$ cat src/pmc3_pkg.sv
// ----------------------------------------------------------------------------
// pmc3_pkg
// shared types and constants for the 3d point mean and covariance block
// ----------------------------------------------------------------------------
package pmc3_pkg;

  typedef struct packed {
    logic signed [15:0] coord_x;
    logic signed [15:0] coord_y;
    logic signed [15:0] coord_z;
    logic               last_point;
  } pmc3_in_t;

  typedef struct packed {
    logic signed [15:0] mean_x;
    logic signed [15:0] mean_y;
    logic signed [15:0] mean_z;
    logic        [30:0] cov_xx;
    logic signed [31:0] cov_xy;
    logic signed [31:0] cov_xz;
    logic        [30:0] cov_yy;
    logic signed [31:0] cov_yz;
    logic        [30:0] cov_zz;
    logic               overflow;
  } pmc3_out_t;

  // totals of one finished set, handed from front to back
  typedef struct packed {
    logic        [16:0] cnt;
    logic signed [32:0] sx;
    logic signed [32:0] sy;
    logic signed [32:0] sz;
    logic signed [47:0] pxx;
    logic signed [47:0] pxy;
    logic signed [47:0] pxz;
    logic signed [47:0] pyy;
    logic signed [47:0] pyz;
    logic signed [47:0] pzz;
    logic               drop;
  } pmc3_set_t;

  localparam int QDEPTH = 2;

endpackage

$ cat src/pmc3_queue.sv
// ----------------------------------------------------------------------------
// pmc3_queue
// short fifo of finished set totals between front and back
// ----------------------------------------------------------------------------
module pmc3_queue (
  input  logic                clk,
  input  logic                rst_n,
  input  logic                push,
  input  pmc3_pkg::pmc3_set_t din,
  input  logic                pop,
  output logic                empty,
  output logic                full,
  output pmc3_pkg::pmc3_set_t dout
);
  import pmc3_pkg::*;

  pmc3_set_t   mem_r [QDEPTH];
  logic        wp_r, rp_r;
  logic [1:0]  cnt_r;

  assign empty = (cnt_r == 2'd0);
  assign full  = (cnt_r == 2'(QDEPTH));
  assign dout  = mem_r[rp_r];

  always_ff @(posedge clk) begin
    if (push) begin
      mem_r[wp_r] <= din;
    end
  end

  always_ff @(posedge clk) begin
    if (!rst_n) begin
      wp_r <= 1'b0; rp_r <= 1'b0; cnt_r <= 2'd0;
    end else begin
      if (push) wp_r <= ~wp_r;
      if (pop)  rp_r <= ~rp_r;
      cnt_r <= cnt_r + 2'(push) - 2'(pop);
    end
  end

endmodule

$ cat config.mk
export PLATFORM = sky130hd
export DESIGN_NAME = pmc3_queue
export DESIGN_NICKNAME = d
export VERILOG_FILES = /design/src/pmc3_pkg.sv /design/src/pmc3_queue.sv
export SDC_FILE = /design/constraint.sdc
export NUM_CORES = 1
export LEC_CHECK = 0
export BUFFER_PORTS_ARGS = -buffer_cell sky130_fd_sc_hd__buf_2
export CAP_MARGIN = 20
export CORE_MARGIN = 2
export CORE_UTILIZATION = 25
export CTS_BUF_LIST = sky130_fd_sc_hd__clkbuf_8
export DETAILED_ROUTE_END_ITERATION = 12
export PLACE_DENSITY = 0.5
export SLEW_MARGIN = 15
export SYNTH_ARGS = -nofsm -noshare
export SYNTH_HDL_FRONTEND = slang
export SYNTH_SLANG_ARGS = --single-unit
$ cat constraint.sdc
create_clock -name clk -period 30.8 [get_ports clk]
set_input_delay 6.16 -clock clk [delete_from_list [all_inputs] [get_ports clk]]
set_output_delay 6.16 -clock clk [all_outputs]
set_load 0.02 [all_outputs]
After elaboration in Yosys (flattened, before gate mapping) --
Memory sizes are Yosys's and may differ from the RTL's. A register that Yosys moved wholly into a read port is not among the register bits. Cells that the tools add are included.
Operators by class: bitwise operators 2, reduce and logical (&&, ||, !) cells 1, eq/ne operators 1, $add $sub $neg 2, muxes and demuxes 4
Operators with widths (number):
- two-way mux 1 bit | 4
- adder 2 x 1 -> 2 bit | 1
- == test 2 bit (second input constant) | 1
- zero test 2 bit | 1
- NOT 1 bit | 2
- subtractor 2 x 1 -> 2 bit | 1
Word-level totals: input bits 409, RAM bits 810, memories 1, word-level logic and storage cells 14, bits in registers 4, output and inout bits 407
Memory list:
- mem_r | words 2, bits a word 405, rd ports 1, clocked after Yosys merged registers in 1, write ports 1, RTL line pmc3_queue.sv:17 | pmc3_set_t mem_r [QDEPTH];

Logic depth before layout (Yosys ltp) --
Gate-level depths: netlist of the first run.
depth in word-level cells 3, gate-level depth with buffers 6, mapped depth without buffers 6

Least setup slack after synthesis of the first run --
Ideal clock, no wire load.
path kind in2reg, from input push, to register wp_r, setup time 0.142 ns, stages 2, path slack 5.854 ns, required time 30.658 ns, arrival 24.804 ns, cells stage by stage nor2b_1 o21a_1
RTL lines:
- start: declaration | RTL line pmc3_queue.sv:8 | input logic push,
- end signal: assignment | RTL line pmc3_queue.sv:35 | if (push) wp_r <= ~wp_r;
- end: declaration | RTL line pmc3_queue.sv:18 | logic wp_r, rp_r;

==> flow_summary_export.csv, run 1 <==
group,metric,value,unit
sta,slew_headroom,22.5,%
global_route,grt_overflow,0,
yosys,yosys_warnings,0,
clocking,clock-sinks,815,
global_route,antenna_found_initial,28,
clocking,htree_levels,4,
worst_setup_path,cp-start-kind,"register",
sta,grt_setup_unrepaired,"false",
pwr,power.leakage,14.0,nW
run,drv_cap,0,
run_status,outcome,"complete, no violations",
finish,final_util,32.1,%
finish,areaGrowthSynthToFinish,27.8,%
sta,fin_tns_setup,0,ns
clocking,cts_setup_buffers,0,
sta,max_freq,0.0975,GHz
drt,vias,15492,
drt,drc,0,
worst_setup_path,required,24.64,ns
floorplan,initial_core_util,25.1,%
placement,gp_routability_congestion,0.779,
pwr,p_int,1.85,mW
clocking,post_cts_resized,0,
pwr,clkPwrFrac,35.4,%
worst_setup_path,cp_max_fo,69,
finish,drive_gt1_share,60.8,%
clocking,clk_pin_slew,0.06,ns
yosys,synth_area_per_cell,23.1,sq um
clocking,cts_buffer_depth,3,
global_route,grt_usage,11.6,%
placement,dp_cells,3602,
floorplan,fp.dieH,348,microns
floorplan,ios,816,
pwr,seq_power_share,52.6,%
yosys,synth.distinct_cells,13,
placement,io_buffers,815,
yosys,synthCells,1281,
yosys,yosysSeqAreaShare,82.6,%
drt,ant_nets,0,
worst_setup_path,cp_data_arrival_time,4.09,ns
finish,final_nets,2622,
worst_setup_path,critPathKind,"reg -> out",
yosys,synth.cell_area,29600,sq um
sta,drv_slew,0,
pwr,p_sw,0.622,mW
clocking,holdBufCountCts,0,
pwr,power_frac_comb,12.0,%
sta,setup_violations,0,
global_route,grt_pass1_vias,16826,
finish,final-instance-count-excl-fill,3858,
pwr,ir_drop,0.0000445,V
finish,layout_commonest_cell,"buf_2",
floorplan,die_x,348,microns
worst_setup_path,crit_path_end_kind,"output port",
drt,routed_wl,73500,microns
drt,drt_iter0_markers,771,
floorplan,dieArea,121000,sq um
drt,avgViaCountPerCell,4.02,
clocking,cts-root-buf,"clkbuf_8",
sta,post-route-period-util,33.3,%
global_route,grt_first_pass_wirelength,105000,microns
placement,post-place-ws,20.88,ns
pwr,sw_frac_of_total,25.2,%
clocking,clkLatencyLatePin,0.77,ns
drt,drt-wirelength-per-cell,19.1,microns
sta,max_slew.worst_pin.slew,1.16,ns
sta,layout_setup_ws,20.55,ns
sta,fin_crit,10.25,ns
global_route,grt_max_degree,160,
clocking,cts_buffers,142,
yosys,synth_nets,1692,
sta,fin_skew,0.0215,ns
drt,dr.pass1.iters,4,
yosys,ys_ff_latch,815,
floorplan,core-area,118000,sq um
sta,hold_viol,0,
floorplan,rows,126,
placement,hpwl,50400,microns
pwr,powerDensity,65.4,nW/um^2
finish,final_cell_mix,"buf_2 (815), edfxtp_1 (810), mux2_2 (405)",
sta,timing.hold.ws,0.577,ns
clocking,cts_tree,"built",
min_path,hold_class,"reg -> reg",
==> cell families after synthesis <==
logic type	after synthesis	share of synthesized area (%)
xor+xnor	2	0.106
mux	405	15.4
compound gates	1	0.0254
simple gates	9	0.182
buf+inv	47	1.63
flops	815	82.6
fa+ha+maj	2	0.0846
==> power by group through the flow <==
stage / Combinational [mW] / Sequential, mW / Clock (mW)
6_report: 0.298 / 1.30 / 0.875
5_1_grt: 0.317 / 1.30 / 0.965
4_1_cts: 0.302 / 1.30 / 0.918
3_5_place_dp: 0.301 / 1.32 / 0
3_3_place_gp: 0.297 / 1.32 / 0
2_1_floorplan: 0.189 / 1.35 / 0
==> sequential cells by signal (all words and copies together) (netlist names), named ones only <==
name,count
mem_r,810
cnt_r,2
rp_r,1
wp_r,1
==> critical path: stages (launching register included) <==
cell and delay, ns:
dfxtp_4 0.71, buf_12 0.31, buf_4 0.67, buf_4 0.82, mux2_2 0.45, buf_2 0.17
==> synth_stat cells <==
library cell / instances / area [sq um]
ha_1: 2 / 25.0
mux2_2: 405 / 4560
nor2b_1: 4 / 25.0
and2_1: 4 / 25.0
edfxtp_1: 810 / 24300
dfxtp_1: 5 / 100
inv_1: 2 / 7.51
o21a_1: 1 / 7.51
xor2_1: 1 / 8.76
buf_2: 5 / 25.0
xnor3_1: 1 / 22.5
nor2_1: 1 / 3.75
buf_6: 40 / 450
==> final timing paths <==
check / startpoint / endpoint / slack [ns] / cells after the start
min reg2reg: rp_r / rp_r / 0.58 / 2
max reg2reg: wp_r / mem_r[0][134] / 26.96 / 4
max: register / dout[0] / 20.55 / 5
min: rp_r / rp_r / 0.58 / 2
==> per-stage QoR <==
| stage | instance area (sq um) | power, mW |
|---|---|---|
| 2_1_floorplan | 29600 | 1.54 |
| 3_3_place_gp | 35300 | 1.62 |
| 3_5_place_dp | 35300 | 1.62 |
| 4_1_cts | 37800 | 2.52 |
| 5_1_grt | 37800 | 2.58 |
| 6_report | 37800 | 2.47 |
==> final cells by class <==
class                   count  area (sq um)
flip-flops and latches    815         24400
multi-input cells         419          4690
fillers                 11548         80000
well taps                1536          1920
clock inverters            97           457
clock buffers             147          2020
diodes                     11          27.5
inverters                   2          7.51
repair buffers            831          4250
==> per-layer routing <==
layer  global-route usage [%]  share of wire, %  vias to the layer above
met3                     5.59               9.7                      187
met2                     21.1                53                      617
met1                     11.1                34                     7624
met4                     5.02               3.1                       32
met5                        0              0.27                        -
li1                         -                 -                     7032
No activity file was read; power rests on OpenSTA's default activity.
==> run 2: changes to the inputs <==
Settings changed: ABC_AREA set to 1.
Clock period 30.8 ns to 9.5 ns, I/O delays scaled along.
==> run 2 against run 1 <==
Via count grew 1.2%. Combinational power increased to 2.9 times the previous value. Sequential power increased to 3.3 times the previous value. Power rose to 3.2 times the previous value. Clock skew increased by 0.018 ns. Clock-buffer cell count fell by 3.
==> flow_summary_export.csv, run 2 <==
group,metric,value,unit
drt,dr.pass1.iters,4,
worst_setup_path,path_delay_family,"buffers and inverters",
yosys,synthCells,1293,
sta,slew_headroom,20.3,%
yosys,yosys-top-cells-area,"edfxtp_1 (82%), mux2_2 (15%), buf_6 (1.5%), dfxtp_1 (0.34%), nor2_1 (0.11%)",
min_path,hold_class,"reg -> reg",
clocking,post_cts_resized,0,
yosys,synthTopCellsByCount,"edfxtp_1 (810), mux2_2 (405), buf_6 (40), nor2_1 (9), nand2_1 (8)",
drt,drt_iter0_markers,777,
clocking,cts_buffers,143,
finish,multi_input_area,4670,sq um
sta,hold_viol,0,
clocking,clock-sinks,815,
floorplan,die_x,348,microns
sta,max_slew.worst_pin.slew,1.20,ns
placement,hpwl,52600,microns
drt,routed_wl,76100,microns
finish,reg_top3,"mem_r x810, cnt_r x2",
worst_setup_path,cp_max_fo,150,
drt,vias,15682,
sta,post-route-period-util,58.7,%
pwr,ir_drop,0.000129,V
floorplan,fp.dieH,348,microns
yosys,synthFlopType,"edfxtp_1",
worst_setup_path,required,7.60,ns
pwr,powerDensity,211,nW/um^2
clocking,clk_pin_slew,0.05,ns
sta,fin_crit,5.58,ns
clocking,clkLatencyLatePin,0.81,ns
placement,placed_area,35300,sq um
yosys,synth_edf_count,810,
clocking,cts_buffer_depth,3,
worst_setup_path,cp_num_buf_inv,3,
worst_setup_path,cp_data_arrival_time,3.68,ns
run,drv_cap,0,
floorplan,ios,816,
yosys,async_flop_share,0,%
worst_setup_path,regToRegSetupSlack,6.45,ns
yosys,synth_top_area_share,82.2,%
global_route,antenna_found_initial,40,
worst_setup_path,cp-start-kind,"register",
yosys,synth_area_per_cell,22.9,sq um
floorplan,core-area,118000,sq um
floorplan,dieArea,121000,sq um
yosys,synth.distinct_cells,11,
drt,avgViaCountPerCell,4.04,
worst_setup_path,crit_slowest_cell,"dfxtp_4",
run_status,outcome,"complete, no violations",
clocking,cts-root-buf,"clkbuf_8",
floorplan,rows,126,
global_route,grt_first_pass_wirelength,107000,microns
finish,fin_area,37900,sq um
placement,io_buffers,815,
global_route,grt_usage,12.1,%
sta,fin_tns_setup,0,ns
sta,drv_slew,0,
yosys,ys_ff_latch,815,
clocking,cts_tree,"built",
yosys,synth_nets,1704,
finish,drive_gt1_share,60.3,%
worst_setup_path,max_stage_delay,0.92,ns
finish,top_register,"mem_r",
finish,layout_commonest_cell,"buf_2",
sta,fin_skew,0.0395,ns
sta,max_freq,0.179,GHz
sta,setup_violations,0,
clocking,holdBufCountCts,0,
finish,fillCellCount,11499,
worst_setup_path,critPathKind,"reg -> out",
drt,drt-wirelength-per-cell,19.6,microns
global_route,grt_pass1_vias,17254,
clocking,cts_setup_buffers,0,
worst_setup_path,crit_path_end_kind,"output port",
drt,ant_nets,0,
drt,drc,0,
yosys,yosysSeqAreaShare,82.6,%
finish,final_cell_mix,"buf_2 (815), edfxtp_1 (810), mux2_2 (405)",
placement,gp_routability_congestion,0.833,
finish,largest_reg_flops,810,
worst_setup_path,cp_cell_sequence,"buf_4 -> buf_12 -> mux2_2 -> buf_2",
yosys,yosys_warnings,0,
finish,final_nets,2631,
pwr,power.leakage,14.1,nW
yosys,synth.most_common_cell,"edfxtp_1",
global_route,grt_max_degree,162,
yosys,synth.cell_area,29600,sq um
floorplan,initial_core_util,25.1,%
yosys,yosysTopAreaCell,"edfxtp_1",
sta,grt_setup_unrepaired,"false",
finish,areaGrowthSynthToFinish,28.1,%
clocking,htree_levels,4,
global_route,grt_overflow,0,
finish,regArea,24400,sq um
-- run 2: final cells by class --
cell class | instances | area share [%]
well taps | 1536 | 5.07
repair buffers | 827 | 11.2
inverters | 7 | 0.0792
clock buffers | 144 | 5.23
diodes | 16 | 0.106
flip-flops and latches | 815 | 64.4
multi-input cells | 426 | 12.3
clock inverters | 106 | 1.55
-- run 2: cells by family (layout without fill, tap and decap cells) --
family / count (synthesis) / in the layout / synth area share, %
AND/OR/NAND/NOR: 18 / 18 / 0.233
buffers and inverters: 52 / 1084 / 1.70
flip-flops: 815 / 815 / 82.6
multiplexers: 405 / 405 / 15.4
other: 0 / 16 / 0
AO/OA/AOI/OAI: 1 / 1 / 0.0169
adder cells (fa/ha/maj): 2 / 2 / 0.0846
-- run 2: metrics by stage --
stage,cells,setup slack (ns),hold WS [ns],util [%],power (mW)
after floorplan,1293,1.04,0.463,-,4.84
after global placement,3611,4.79,0.479,30.0,5.15
after detailed placement,3611,4.70,0.503,30.0,5.17
after CTS,3861,3.69,0.516,32.2,8.14
after global routing,3875,3.60,0.546,32.2,8.34
final,3877,3.92,0.511,32.2,7.98
-- run 2: final timing paths --
check | startpoint | to | cells after the start
worst max register to register | wp_r | mem_r[1][391] | 4
worst min register to register | rp_r | register | 2
worst max-delay path | register | dout[107] | 4
worst min-delay path | rp_r | register | 2
-- run 2: worst reg2reg max path, cell delays in order, from the launching register on --
cell and delay [ns]:
dfxtp_1 0.38, nand2_1 0.13, clkinvlp_4 0.63, buf_12 0.41
buf_12 0.69
-- run 2: per-layer routing --
layer	track usage [%]	vias up	part of all wire, %
met4	6.97	30	4.1
met5	0	-	0.26
met2	21.3	674	52
met1	11.2	7686	34
li1	-	7086	-
met3	6.01	206	10
-- run 2: power by group --
| part | switching (mW) | internal, mW |
|---|---|---|
| clock | 1.40 | 1.50 |
| sequential | 0.0549 | 4.18 |
| combinational | 0.526 | 0.325 |
